**src/rtl/core/assert_macros.svh**
```systemverilog
// Assertion macros used by the line rasterizer top level.
`ifndef ASSERT_MACROS_SVH
`define ASSERT_MACROS_SVH

// Same-cycle implication on clk_i, off while rst_ni is low.
`define MLR_ASSERT_IMP(lbl, ante, cons) \
  lbl: assert property (@(posedge clk_i) disable iff (!rst_ni) (ante) |-> (cons)) \
    else $error("same-cycle check failed");

// Next-cycle implication on clk_i, off while rst_ni is low.
`define MLR_ASSERT_NXT(lbl, ante, cons) \
  lbl: assert property (@(posedge clk_i) disable iff (!rst_ni) (ante) |=> (cons)) \
    else $error("next-cycle check failed");

`endif

```
**src/rtl/core/mlr_pkg.sv**
```systemverilog
// Types, codes and microcode table of the line rasterizer.
package mlr_pkg;

  localparam logic OP_MOVE = 1'b0;
  localparam logic OP_DRAW = 1'b1;

  localparam int StepBits = 3;

  localparam logic [StepBits-1:0] STEP_FETCH = 3'd0;
  localparam logic [StepBits-1:0] STEP_ORDER = 3'd1;
  localparam logic [StepBits-1:0] STEP_INIT  = 3'd2;
  localparam logic [StepBits-1:0] STEP_EMIT  = 3'd3;
  localparam logic [StepBits-1:0] STEP_FLAG  = 3'd4;

  // Datapath operation of one step.
  typedef enum logic [2:0] {
    UOP_FETCH,
    UOP_ORDER,
    UOP_INIT,
    UOP_EMIT,
    UOP_FLAG
  } uop_e;

  // Sequencing rule of one step.
  typedef enum logic [2:0] {
    COND_FETCH,     // advance on an accepted draw, else stay
    COND_CLASSIFY,  // zero span: fetch; too long: target; else advance
    COND_NEXT,      // advance
    COND_EMIT,      // stay until the last pixel leaves, then target
    COND_PUT        // stay until the result leaves, then target
  } cond_e;

  typedef struct packed {
    uop_e                uop;
    cond_e               cond;
    logic [StepBits-1:0] target;
  } ctl_t;

  typedef struct packed {
    logic fire_draw;
    logic span_zero;
    logic span_long;
    logic out_free;
    logic last;
  } stat_t;

  function automatic ctl_t ucode(input logic [StepBits-1:0] step);
    ctl_t w;
    unique case (step)
      STEP_FETCH: w = '{uop: UOP_FETCH, cond: COND_FETCH,    target: STEP_FETCH};
      STEP_ORDER: w = '{uop: UOP_ORDER, cond: COND_CLASSIFY, target: STEP_FLAG};
      STEP_INIT:  w = '{uop: UOP_INIT,  cond: COND_NEXT,     target: STEP_EMIT};
      STEP_EMIT:  w = '{uop: UOP_EMIT,  cond: COND_EMIT,     target: STEP_FETCH};
      STEP_FLAG:  w = '{uop: UOP_FLAG,  cond: COND_PUT,      target: STEP_FETCH};
      default:    w = '{uop: UOP_FETCH, cond: COND_PUT,      target: STEP_FETCH};
    endcase
    return w;
  endfunction

endpackage

```
**src/rtl/core/mlr_seq.sv**
```systemverilog
// Microcode sequencer: step counter, control store and jump logic.
module mlr_seq (
  input  logic           clk_i,
  input  logic           rst_ni,
  input  mlr_pkg::stat_t stat_i,
  output mlr_pkg::ctl_t  ctl_o
);

  logic [mlr_pkg::StepBits-1:0] upc_q, upc_d;
  mlr_pkg::ctl_t                ctl;

  assign ctl   = mlr_pkg::ucode(upc_q);
  assign ctl_o = ctl;

  always_comb begin
    upc_d = upc_q;
    unique case (ctl.cond)
      mlr_pkg::COND_FETCH: begin
        if (stat_i.fire_draw) upc_d = upc_q + 1'b1;
      end
      mlr_pkg::COND_CLASSIFY: begin
        if (stat_i.span_zero)      upc_d = mlr_pkg::STEP_FETCH;
        else if (stat_i.span_long) upc_d = ctl.target;
        else                       upc_d = upc_q + 1'b1;
      end
      mlr_pkg::COND_NEXT: upc_d = upc_q + 1'b1;
      mlr_pkg::COND_EMIT: begin
        if (stat_i.out_free && stat_i.last) upc_d = ctl.target;
      end
      mlr_pkg::COND_PUT: begin
        if (stat_i.out_free) upc_d = ctl.target;
      end
      default: upc_d = mlr_pkg::STEP_FETCH;
    endcase
  end

  always_ff @(posedge clk_i or negedge rst_ni) begin
    if (!rst_ni) begin
      upc_q <= mlr_pkg::STEP_FETCH;
    end else begin
      upc_q <= upc_d;
    end
  end

endmodule

```
**src/rtl/core/midpoint_line_rasterizer_top.sv**
```systemverilog
// Top level of the pen-based midpoint line rasterizer.
//
// Input channel (in_valid_i / in_stall_o) carries one request: opcode_i,
// point_x_i, point_y_i; an accepted request loads the pen. A move gives no
// pixels. A draw walks the major axis between old pen and point, from the
// lower-x (vertical: lower-y) end, far end excluded, one pixel per cycle unless the output stalls.
// Output channel (out_valid_o / out_stall_i) carries pixel_x_o, pixel_y_o,
// last_pixel_o (final result of a draw) and span_too_long_o (span above
// MAX_SPAN: one result, zero coordinates, last_pixel_o set).
// Steps: a move is taken in the fetch step. A draw passes fetch (accept),
// endpoint ordering and decision variable init, then emits its pixels;
// the microcode step counter sets this. A zero-length draw returns to fetch
// after ordering; an over-long one jumps from ordering to the flag step.
// A single output register sits between the sides; the sequencer holds its
// emit step while out_stall_i keeps that register full, so a stall simply
// freezes the walk. A new request is taken once the previous draw has put
// its last result in the output register.
// Reset clears the pen to (0,0), the step counter and the output valid.
`include "assert_macros.svh"

module midpoint_line_rasterizer_top #(
  parameter int COORD_BITS = 12,
  parameter int MAX_SPAN   = 64
) (
  input  logic                  clk_i,
  input  logic                  rst_ni,
  input  logic                  in_valid_i,
  output logic                  in_stall_o,
  input  logic                  opcode_i,
  input  logic [COORD_BITS-1:0] point_x_i,
  input  logic [COORD_BITS-1:0] point_y_i,
  output logic                  out_valid_o,
  input  logic                  out_stall_i,
  output logic [COORD_BITS-1:0] pixel_x_o,
  output logic [COORD_BITS-1:0] pixel_y_o,
  output logic                  last_pixel_o,
  output logic                  span_too_long_o
);

  // Span counter width and decision variable width (|d| stays below 4*span).
  localparam int SW = $clog2(MAX_SPAN + 1);
  localparam int EW = SW + 3;

  mlr_pkg::ctl_t  ctl;
  mlr_pkg::stat_t stat;

  // Pen and the previous pen position (start of the current segment).
  logic [COORD_BITS-1:0] pen_x_q, pen_y_q, org_x_q, org_y_q;
  // Walk state.
  logic [COORD_BITS-1:0] cur_x_q, cur_y_q;
  logic [SW-1:0]         adx_q, ady_q, cnt_q;
  logic                  ymaj_q, yneg_q, ble_q;
  logic signed [EW-1:0]  e_q, inc_q, dec_q;
  // Output register.
  logic                  out_valid_q;
  logic [COORD_BITS-1:0] pix_x_q, pix_y_q;
  logic                  last_q, long_q;

  logic                  in_fire, emit_fire, flag_fire, out_free;
  logic                  swap, yneg;
  logic [COORD_BITS-1:0] adx_w, ady_w, span_w;
  logic [SW-1:0]         mj, mn;
  logic                  minor;

  assign in_stall_o = (ctl.uop != mlr_pkg::UOP_FETCH);
  assign in_fire    = in_valid_i && !in_stall_o;
  assign out_free   = !out_valid_q || !out_stall_i;
  assign emit_fire  = (ctl.uop == mlr_pkg::UOP_EMIT) && out_free;
  assign flag_fire  = (ctl.uop == mlr_pkg::UOP_FLAG) && out_free;

  // Ordering: x rising, or y rising on a vertical segment.
  assign swap   = (org_x_q > pen_x_q) || ((org_x_q == pen_x_q) && (org_y_q > pen_y_q));
  assign yneg   = swap ? (org_y_q < pen_y_q) : (pen_y_q < org_y_q);
  assign adx_w  = (org_x_q > pen_x_q) ? org_x_q - pen_x_q : pen_x_q - org_x_q;
  assign ady_w  = (org_y_q > pen_y_q) ? org_y_q - pen_y_q : pen_y_q - org_y_q;
  assign span_w = (adx_w > ady_w) ? adx_w : ady_w;

  assign mj = ymaj_q ? ady_q : adx_q;
  assign mn = ymaj_q ? adx_q : ady_q;

  // All four slope classes reduce to one rule on a sign-folded variable;
  // only y-major upward takes the minor step at zero.
  assign minor = ble_q ? (e_q <= 0) : (e_q < 0);

  assign stat.fire_draw = in_fire && (opcode_i == mlr_pkg::OP_DRAW);
  assign stat.span_zero = (span_w == '0);
  assign stat.span_long = (int'(span_w) > MAX_SPAN);
  assign stat.out_free  = out_free;
  assign stat.last      = (cnt_q == SW'(1));

  mlr_seq u_seq (
    .clk_i  (clk_i),
    .rst_ni (rst_ni),
    .stat_i (stat),
    .ctl_o  (ctl)
  );

  // Pen: architectural state, reset to the origin.
  always_ff @(posedge clk_i or negedge rst_ni) begin
    if (!rst_ni) begin
      pen_x_q <= '0;
      pen_y_q <= '0;
    end else if (in_fire) begin
      pen_x_q <= point_x_i;
      pen_y_q <= point_y_i;
    end
  end

  // Walk datapath, steered by the current control word.
  always_ff @(posedge clk_i) begin
    case (ctl.uop)
      mlr_pkg::UOP_FETCH: begin
        if (in_fire) begin
          org_x_q <= pen_x_q;
          org_y_q <= pen_y_q;
        end
      end
      mlr_pkg::UOP_ORDER: begin
        cur_x_q <= swap ? pen_x_q : org_x_q;
        cur_y_q <= swap ? pen_y_q : org_y_q;
        adx_q   <= SW'(adx_w);
        ady_q   <= SW'(ady_w);
        ymaj_q  <= (ady_w > adx_w);
        yneg_q  <= yneg;
        ble_q   <= (ady_w > adx_w) && !yneg;
      end
      mlr_pkg::UOP_INIT: begin
        e_q   <= $signed(EW'(mj)) - $signed(EW'({mn, 1'b0}));
        inc_q <= $signed(EW'({mj, 1'b0})) - $signed(EW'({mn, 1'b0}));
        dec_q <= $signed(EW'({mn, 1'b0}));
        cnt_q <= mj;
      end
      mlr_pkg::UOP_EMIT: begin
        if (emit_fire) begin
          e_q   <= minor ? e_q + inc_q : e_q - dec_q;
          cnt_q <= cnt_q - 1'b1;
          if (ymaj_q) begin
            cur_y_q <= yneg_q ? cur_y_q - 1'b1 : cur_y_q + 1'b1;
            if (minor) cur_x_q <= cur_x_q + 1'b1;
          end else begin
            cur_x_q <= cur_x_q + 1'b1;
            if (minor) cur_y_q <= yneg_q ? cur_y_q - 1'b1 : cur_y_q + 1'b1;
          end
        end
      end
      default: ;
    endcase
  end

  // Output register.
  always_ff @(posedge clk_i or negedge rst_ni) begin
    if (!rst_ni) begin
      out_valid_q <= 1'b0;
    end else if (emit_fire || flag_fire) begin
      out_valid_q <= 1'b1;
    end else if (!out_stall_i) begin
      out_valid_q <= 1'b0;
    end
  end

  always_ff @(posedge clk_i) begin
    if (emit_fire) begin
      pix_x_q <= cur_x_q;
      pix_y_q <= cur_y_q;
      last_q  <= stat.last;
      long_q  <= 1'b0;
    end else if (flag_fire) begin
      pix_x_q <= '0;
      pix_y_q <= '0;
      last_q  <= 1'b1;
      long_q  <= 1'b1;
    end
  end

  assign out_valid_o     = out_valid_q;
  assign pixel_x_o       = pix_x_q;
  assign pixel_y_o       = pix_y_q;
  assign last_pixel_o    = last_q;
  assign span_too_long_o = long_q;

  // The pixel counter never runs dry or past the span limit while walking.
  `MLR_ASSERT_IMP(a_cnt_range, ctl.uop == mlr_pkg::UOP_EMIT, (cnt_q != '0) && (int'(cnt_q) <= MAX_SPAN))
  // An over-long draw reports as a lone, zeroed, final result.
  `MLR_ASSERT_IMP(a_flag_form, out_valid_o && span_too_long_o, last_pixel_o && (pixel_x_o == '0) && (pixel_y_o == '0))
  // A move leaves the sequencer in the fetch step, free for a new request.
  `MLR_ASSERT_NXT(a_move_quick, in_fire && (opcode_i == mlr_pkg::OP_MOVE), !in_stall_o)

endmodule
```
**config.mk**
```make
export PLATFORM = sky130hd
export DESIGN_NAME = midpoint_line_rasterizer_top
export DESIGN_NICKNAME = d
export VERILOG_FILES = /design/src/rtl/core/mlr_pkg.sv /design/src/rtl/core/mlr_seq.sv /design/src/rtl/core/midpoint_line_rasterizer_top.sv
export VERILOG_INCLUDE_DIRS = /design/src /design/src/rtl/core
export SDC_FILE = /design/constraint.sdc
export NUM_CORES = 1
export LEC_CHECK = 0
export ABC_AREA = 1
export BUFFER_PORTS_ARGS = -buffer_cell sky130_fd_sc_hd__buf_4
export CAP_MARGIN = 20
export CORE_MARGIN = 3
export CORE_UTILIZATION = 40
export CTS_CLUSTER_DIAMETER = 50
export DETAILED_ROUTE_END_ITERATION = 10
export HOLD_SLACK_MARGIN = 0.05
export SYNTH_ARGS = -nofsm -noshare
export SYNTH_HDL_FRONTEND = slang
export SYNTH_SLANG_ARGS = --single-unit
```
**constraint.sdc**
```tcl
create_clock -name clk_i -period 4.7 [get_ports clk_i]
set_clock_uncertainty 0.15 [all_clocks]
set_input_delay 0 -clock clk_i [delete_from_list [all_inputs] [get_ports clk_i]]
set_output_delay 0 -clock clk_i [all_outputs]
set_load 0.1 [all_outputs]
```
# Yosys cells after proc, flatten, opt, wreduce, memory -nomap -nowiden
# Index checks and enable logic that the tools add are counted.
# op_classes
muxes	37
n_mul	0
n_lt_le_gt_ge	9
n_addsub	13
reduce_logical	27
eq_ne	21
n_div	0
n_bitwise	0
n_shift	0
# op_table
cell	count
12-bit 2-to-1 mux	15
12-bit > comparator	4
12-bit one-hot mux with 2 select lines	2
12-bit subtractor	4
9-bit one-hot mux with 5 select lines	1
12-bit by 1-bit adder with 12-bit output (second input constant)	2
12-bit less-than comparator	2
7-bit 2-to-1 mux	3
10-bit 2-to-1 mux	2
10-bit one-hot mux with 2 select lines	1
3-bit by 2-bit equality test with 1-bit output (second input constant)	6
3-bit 2-to-1 mux	5
3-bit one-hot mux with 5 select lines	1
7-bit one-hot mux with 2 select lines	1
12-bit equality test	1
12-bit by 7-bit > comparator with 1-bit output (second input constant)	1
12-bit zero test	1
12-bit by 1-bit subtractor with 12-bit output (second input constant)	1
10-bit adder	1
10-bit by 1-bit <= comparator with 1-bit output (second input constant)	1
10-bit by 1-bit less-than comparator with 1-bit output (second input constant)	1
10-bit by 9-bit subtractor with 10-bit output	1
3-bit by 1-bit equality test with 1-bit output (second input constant)	3
3-bit equality test (second input constant)	3
17 further kinds	44
# word_totals
output_inout_bits	28
in_bits	29
memories	0
word_cells	128
latchBits	0
mem_bits_ro	0
ram_bits	0
regBits	153

# Longest topological paths before layout
# Gate-level depths: netlist (run 1).
# depth
depth_word	8
mapped_depth	34
mapped_depth_nobuf	33

# By module
# A second synthesis (run 1) with hierarchy kept.
# unflattened
hier_cells	1594
hier_area_um2	11821.3
# by_module_without_submodules
module	seq_area_each_um2	area_each_um2	n_inst	cells_each
midpoint_line_rasterizer_top	4309.1	11329.6	1	1520
mlr_seq	75.1	491.7	1	74

# Worst setup path before layout (run 1)
# OpenSTA, ideal clock, no wires.
# synth_timing
kind	register to register
from	register org_x_q[0]
to	register u_seq.upc_q[2] in the netlist's numbering
arrival_ns	3.480
path_stages_with_launch	30
setup_ns	0.117
path_slack_ns	0.953
period_less_slack_ns	3.747
t_required_ns	4.433
path_buffers	0
path_cell_list	edfxtp_1 > inv_1 > ha_1 > inv_1 > fa_1 > nand3_1 > nand3_1 > nand3_1 > nand3_4 > nand2_8 > clkinv_1 > nand2_1 > nand2_1 > ha_1 > nand2_1 > nor2_1 > nand2_1 > inv_1 > nand2_1 > inv_1 > nor2_1 > nand2_1 > nor2_2 > nand2_2 > nand2_4 > nand2_2 > o21ai_1 > nand2_1 > nand2_1 > nand2_1
# synth_between
elab_chain_len	8
elab_cells_between_ends	11
cone_classes	add/sub (2); order compare (3); mux (5); reduce/logical (1)
# synth_rtl
item	line	source
from (decl)	midpoint_line_rasterizer_top.sv:48	logic [COORD_BITS-1:0] pen_x_q, pen_y_q, org_x_q, org_y_q;
from (signal assigned)	midpoint_line_rasterizer_top.sv:114	org_x_q <= pen_x_q;
12-bit subtractor / 12-bit > comparator (equally long branches)	midpoint_line_rasterizer_top.sv:74	assign adx_w = (org_x_q > pen_x_q) ? org_x_q - pen_x_q : pen_x_q - org_x_q;
12-bit 2-to-1 mux (*)	midpoint_line_rasterizer_top.sv:74	
12-bit > comparator	midpoint_line_rasterizer_top.sv:76	assign span_w = (adx_w > ady_w) ? adx_w : ady_w;
12-bit 2-to-1 mux (*)	midpoint_line_rasterizer_top.sv:76	
12-bit by 7-bit > comparator with 1-bit output	midpoint_line_rasterizer_top.sv:87	assign stat.span_long = (int'(span_w) > MAX_SPAN);
3-bit 2-to-1 mux	mlr_seq.sv:23	else if (stat_i.span_long) upc_d = ctl.target;
3-bit 2-to-1 mux (*)	mlr_seq.sv:22	if (stat_i.span_zero) upc_d = mlr_pkg::STEP_FETCH;
3-bit one-hot mux with 5 select lines (*)	mlr_seq.sv:17	unique case (ctl.cond)
to (signal assigned)	mlr_seq.sv:39	upc_q <= mlr_pkg::STEP_FETCH;
to (signal assigned)	mlr_seq.sv:41	upc_q <= upc_d;
to (decl)	mlr_seq.sv:9	logic [mlr_pkg::StepBits-1:0] upc_q, upc_d;
# Mark *: on every way between the ends. The rest lies on a longest branch, timed or not.
# A chain may end at the register's enable or synchronous reset.

# Worst setup path after layout (run 1)
# layout_timing
from	register org_x_q[0]
to	register u_seq.upc_q[0] in the netlist's numbering
# The elaborated chain is that of the path after synthesis.

==> results.py, run 1 <==
metrics = {
    "global_routing": {
        "grt_max_degree": 46,
        "grt_pass1_wl_um": 48400,
        "grt_usage_pct": 20.0,
        "antenna_found_initial": 0,
        "grt_pass1_vias": 9103,
        "grt_overflow": 0,
    },
    "worst_setup_path": {
        "crit_top_cell": "nand2_1",
        "critPathTopFamily": "simple AND/OR/NAND/NOR gates",
        "worstSetupStartpointType": "register",
        "criticalPathCategory": "reg2reg",
        "arrival_ps": 4360,
        "crit_required_ps": 4880,
        "cp_slowest_cell": "fa_1",
        "cp_max_fo": 15,
        "crit_buf_inv": 6,
        "crit_path_end_kind": "register",
        "slowest_delay_ps": 450,
    },
    "yosys": {
        "synthArstFlopShare_pct": 18.5,
        "syn-num-nets": 1621,
        "ys_warn_count": 0,
        "ys_seq_area_share_pct": 38.4,
        "synth_cell_types": 53,
        "synthCells": 1486,
        "synth_ff_type": "edfxtp_1",
        "ys_ff_latch": 151,
        "syn_area_sq_mm": 0.0114,
        "syn_avg_cell_area_sq_um": 7.68,
        "synth_edf_count": 122,
    },
    "cells_and_area": {
        "drive_gt1_share_pct": 11.0,
        "multi_input_area_sq_mm": 0.00591,
        "mostFrequentLayoutCells": "413 x nand2_1, 243 x inv_1, 122 x edfxtp_1",
        "num-nets-final": 1705,
        "fillers": 2745,
        "regArea_sq_mm": 0.00438,
        "antenna-diode-count": 0,
        "layout_commonest_cell": "nand2_1",
        "syn_to_final_growth_pct": 15.4,
    },
    "placed_design": {
        "place.gp.congestion": 0.938,
        "io_buffers": 56,
        "hpwl_um": 23300,
    },
    "clock_tree": {
        "cts.sink_count": 151,
        "htree_levels": 4,
        "worst_skew_pair.late_latency_ps": 440,
        "cts_setup_buffers": 0,
        "cts_tree": "yes",
        "clockRootBuffer": "clkbuf_16",
        "clk_pin_slew_ps": 70,
        "numCtsBuffers": 17,
        "cts_buffer_depth": 2,
    },
    "timing": {
        "tightest_slew_ps": 741,
        "fin_crit_sh_pct": 89.0,
        "slew_headroom_pct": 50.5,
        "fin_crit_ps": 4180,
        "drv_slew": 0,
        "fmax_mhz": 239,
        "finalHoldViolCount": 0,
        "setup_violations": 0,
        "rsz0062_at_grt": "false",
        "setup-tns-final_ps": 0,
    },
    "floorplanning": {
        "die-area_sq_mm": 0.0306,
        "core_sq_mm": 0.0279,
        "die_height_um": 175,
        "die_w_um": 175,
        "ios": 57,
        "start_util_pct": 40.9,
        "rows": 61,
    },
    "worst_hold_path": {
        "hold_class": "in2reg",
    },
    "drt": {
        "num_vias": 9688,
        "drc_errors": 0,
        "dr.pass1.iters": 7,
        "wire_per_inst_um": 15.3,
        "vias_per_cell": 4.94,
        "final_antenna_net_count": 0,
        "first_iter_violations": 860,
        "wirelength_um": 30000,
    },
    "run_status": {
        "outcome": "complete, no violations",
    },
    "flow_run": {
        "cap_violations": 0,
    },
}
## timing repair
action,CTS,global route
endpoints found under the setup margin,0,3
hold endpoints to repair,57,0
hold buffers,29,0
resized for setup,0,2
## tightest hold or removal path, stage by stage
cell and delay (ps):
buf_4 110, nand3_1 80, inv_2 270, nand2_1 140, o21ai_0 60
## registers in the layout, indices dropped and copies added (netlist names), 3 cells and up
name	count
adx_q	7
ady_q	7
cnt_q	7
cur_x_q	12
cur_y_q	12
dec_q	7
e_q	10
inc_q	8
org_x_q	12
org_y_q	12
pen_x_q	12
pen_y_q	12
pixel_x_o	12
pixel_y_o	12
u_seq.upc_q	3
## logic make-up after synthesis
kind of cell / share of synthesized area, %
buffers and inverters: 9.93
xor gates and xnor gates: 3.30
DFF: 38.4
AOI/OAI and AO/OA: 9.78
and+or+nand+nor: 26.4
adders and majority gates: 12.1
## worst paths after layout
check	startpoint	to	slack, ps	cells after the start
max in group asynchronous	rst_ni	pen_y_q[1]$_DFFE_PN0P_	3740	4
min in group asynchronous	rst_ni	out_valid_o$_DFFE_PN0P_	440	4
min reg2reg	span_too_long_o$_SDFFE_PP0P_	span_too_long_o$_SDFFE_PP0P_	300	2
min	in_valid_i	pen_x_q[6]$_DFFE_PN0P_	130	5
max	org_x_q[0]$_DFFE_PP_	u_seq.upc_q[0]$_DFFE_PN0P_	520	31
max reg2reg	org_x_q[0]$_DFFE_PP_	u_seq.upc_q[0]$_DFFE_PN0P_	520	31
## synthesized netlist by cell type (all sizes together), types with 5 or more instances
library cell	n	share of area, %
a21oi	71	3.1
a31oi	7	0.38
buf	12	0.80
clkbuf	19	0.65
dfrtp	28	6.1
edfxtp	122	32
fa	8	1.4
ha	98	11
inv	257	8.5
nand2	448	16
nand3	83	4.1
nand3b	5	0.33
nand4	16	0.88
nor2	109	3.8
nor3	9	0.48
o21ai	103	4.5
o21bai	6	0.39
o22ai	9	0.49
or2	10	0.55
xnor2	9	0.69
xor2	34	2.6
## per-stage QoR
step	area, sq um	instances	util (%)	setup slack [ps]	hold WS (ps)
after floorplan	11400	1486	-	953	-446
after global placement	12200	1900	43.8	565	-148
after detailed placement	12200	1900	43.8	446	-159
after CTS	13200	1960	47.1	412	146
after global routing	13200	1960	47.2	0.988	171
final	13200	1960	47.2	516	133
## metal layers
layer	wire (um)	global-route usage, %	vias up
li1	-	-	4959
met1	14200	27.9	4501
met2	14000	33.1	199
met3	1400	2.69	29
met4	380	4.55	0
met5	0	0	-
## area by class of cell
class	instances	area share, %
tap	378	3.59
clock inverter	14	1.59
clock buffer	17	3.23
inverter	258	7.35
multi-input combinational	1046	44.9
timing repair buffer	96	6.10
sequential	151	33.3
Power of run 1 is not shown: default switching activity piles up to over one toggle a cycle in this logic, so the estimate is an artifact.
==> run 2: changes to the inputs <==
--- a/config.mk
+++ b/config.mk
@@ -6,7 +6,7 @@
 export SDC_FILE = /design/constraint.sdc
 export NUM_CORES = 1
 export LEC_CHECK = 0
-export ABC_AREA = 1
+export ABC_AREA = 0
 export BUFFER_PORTS_ARGS = -buffer_cell sky130_fd_sc_hd__buf_4
 export CAP_MARGIN = 20
 export CORE_MARGIN = 3
==> run 2 against run 1 <==
Register-to-register slack got worse by 400 ps. Largest cell class unchanged. Routed wire length decreased by 16%. Highest routed layer unchanged. Global-route usage decreased by 2.1 points. Synthesized cell count decreased by 30%. Die area decreased by 8.6%. Critical path depth decreased by 9. Critical endpoint is now u_seq.upc_q[2]$_DFFE_PN0P_. Maximum frequency decreased by 8.6%. Critical path type unchanged. Non-clock buffer count increased by 64. Count of clock-buffer cells in the layout unchanged. Cell count decreased by 22%.
==> results.py, run 2 <==
metrics = {
    "run_status": {
        "outcome": "complete, no violations",
    },
    "yosys": {
        "synth_cell_types": 71,
        "synth_edf_count": 122,
        "synthCells": 1047,
        "synth_ff_type": "edfxtp_1",
        "synthArstFlopShare_pct": 18.5,
        "ys_warn_count": 0,
        "ys_seq_area_share_pct": 42.2,
        "synth_common_cells": "122 x edfxtp_1, 101 x nand2_1, 98 x ha_1",
        "synthTopCellsByArea": "edfxtp_1 35%, ha_1 12%, dfrtp_1 6.7%",
        "syn_avg_cell_area_sq_um": 9.93,
        "ys_ff_latch": 151,
        "syn_area_sq_mm": 0.0104,
        "syn-num-nets": 1182,
        "synth_largest_area_cell": "edfxtp_1",
        "yosysMostFrequentCell": "edfxtp_1",
        "netlist.area_leader.share_pct": 35.2,
    },
    "drt": {
        "wirelength_um": 25100,
        "first_iter_violations": 553,
        "wire_per_inst_um": 16.5,
        "drc_errors": 0,
        "vias_per_cell": 5.26,
        "dr.pass1.iters": 5,
        "final_antenna_net_count": 0,
        "num_vias": 8018,
    },
    "worst_setup_path": {
        "crit_required_ps": 4850,
        "crit_path_end_kind": "register",
        "arrival_ps": 4730,
        "worstRegToRegCells": 22,
        "r2r_slack_ps": 120,
        "criticalPathCategory": "reg2reg",
        "rr_startpoint": "org_x_q[0]$_DFFE_PP_",
        "reg2reg_to": "u_seq.upc_q[2]$_DFFE_PN0P_",
        "cp_max_fo": 5,
        "worstSetupStartpointType": "register",
    },
    "clock_tree": {
        "worst_skew_pair.late_latency_ps": 430,
        "numCtsBuffers": 17,
        "htree_levels": 4,
        "cts_buffer_depth": 2,
        "clockRootBuffer": "clkbuf_16",
        "clk_pin_slew_ps": 80,
        "cts_tree": "yes",
        "cts.sink_count": 151,
    },
    "cells_and_area": {
        "layout_commonest_cell": "buf_4",
        "syn_to_final_growth_pct": 23.1,
        "drive_gt1_share_pct": 19.8,
        "num-nets-final": 1316,
        "antenna-diode-count": 0,
        "mostFrequentLayoutCells": "127 x buf_4, 122 x edfxtp_1, 99 x nand2_1",
        "final_area_sq_mm": 0.0128,
        "fillers": 2377,
    },
    "timing": {
        "hold_ws_ps": 162,
        "fin_crit_sh_pct": 97.5,
        "drv_slew": 0,
        "setup_ws_ps": 119,
        "tightest_slew_ps": 771,
        "fin_crit_ps": 4580,
        "rsz0062_at_grt": "true",
        "setup_violations": 0,
        "finalHoldViolCount": 0,
        "fmax_mhz": 218,
        "setup-tns-final_ps": 0,
        "slew_headroom_pct": 48.5,
    },
    "floorplanning": {
        "start_util_pct": 41.0,
        "die_height_um": 167,
        "die_w_um": 167,
        "rows": 58,
        "die-area_sq_mm": 0.0280,
        "ios": 57,
        "core_sq_mm": 0.0254,
    },
    "global_routing": {
        "grt_overflow": 0,
        "grt_usage_pct": 17.8,
        "grt_pass1_vias": 7734,
        "grt_max_degree": 73,
        "antenna_found_initial": 2,
        "grt_pass1_wl_um": 40200,
    },
    "placed_design": {
        "place.gp.congestion": 0.894,
        "post-place-ws_ps": -106,
        "dpl_cell_area_sq_mm": 0.0116,
        "io_buffers": 56,
        "hpwl_um": 18800,
    },
    "worst_hold_path": {
        "whs_endpoint": "pen_x_q[10]$_DFFE_PN0P_",
        "holdPathStages": 4,
        "min_from": "point_x_i[10]",
        "hold_class": "in2reg",
    },
    "flow_run": {
        "cap_violations": 0,
    },
}
run 2: area by class of cell:
type	instances	area (sq um)	area share, %
Clock buffer	17	425	3.32
Clock inverter	15	200	1.56
Inverter	94	353	2.76
Multi-Input combinational cell	757	5720	44.7
Sequential cell	151	4380	34.2
Tap cell	330	413	3.23
Timing Repair Buffer	160	1310	10.2
run 2: worst max-delay path: stages, from the launching register on:
cell and delay [ps]:
edfxtp_1 400, inv_1 80, ha_2 180, inv_2 50, fa_2 410, a211oi_4 260, o21ai_2 120, a31oi_4 210
nor2_4 80, buf_4 140, buf_4 140, o21ai_0 210, xor2_1 260, ha_1 310, a21o_1 170, a21oi_1 260
o221ai_4 170, buf_6 160, nor3_2 110, nand3_1 110, o2bb2a_4 250, and3_1 150, o311ai_1 80
run 2: what timing repair did:
action                                 CTS  global route
setup buffers                            1             7
endpoints found under the hold margin   77             0
setup endpoints to repair                3             3
resized for setup                        9            37
pin swaps                                9            28
hold buffers                            28             0
run 2: logic make-up (layout without fill, tap and decap cells):
kind of cell / count (synthesis) / after routing / share of synthesized area, %
AO/OA/AOI/OAI: 245 / 245 / 14.7
AND/OR/NAND/NOR: 284 / 284 / 13.1
adder cells (fa/ha/maj): 106 / 106 / 13.3
buffers and inverters: 139 / 286 / 5.52
XOR/XNOR: 65 / 65 / 5.47
multiplexers: 57 / 57 / 5.76
flip-flops: 151 / 151 / 42.2
run 2: per-layer routing:
layer / vias to the layer above / share of wire (%) / global-route usage, % / wire, um
met5: - / 0 / 0 / 0
met4: 0 / 0.95 / 3.56 / 238
met3: 16 / 3.8 / 3.09 / 946
met2: 144 / 45 / 27.7 / 11400
met1: 3856 / 50 / 26.4 / 12500
li1: 4002 / - / - / -
run 2: worst max path at each step:
stage | cells after the start | startpoint | slack (ps) | endpoint
floorplan | 22 | org_x_q[0]$_DFFE_PP_ | 20 | u_seq.upc_q[0]$_DFFE_PN0P_
global placement | 21 | org_x_q[0]$_DFFE_PP_ | -5 | u_seq.upc_q[2]$_DFFE_PN0P_
detailed placement | 24 | org_x_q[0]$_DFFE_PP_ | -110 | u_seq.upc_q[1]$_DFFE_PN0P_
CTS | 18 | org_y_q[7]$_DFFE_PP_ | 2 | u_seq.upc_q[1]$_DFFE_PN0P_
global route | 24 | org_x_q[0]$_DFFE_PP_ | -170 | u_seq.upc_q[0]$_DFFE_PN0P_
finish | 22 | org_x_q[0]$_DFFE_PP_ | 120 | u_seq.upc_q[2]$_DFFE_PN0P_
run 2: through the flow:
step | cells | util [%]
3_3_place_gp | 1456 | 45.6
5_1_grt | 1524 | 50.4
2_1_floorplan | 1047 | -
3_5_place_dp | 1456 | 45.6
4_1_cts | 1517 | 49.4
6_report | 1524 | 50.4
Power of run 2 is left out for the same reason.
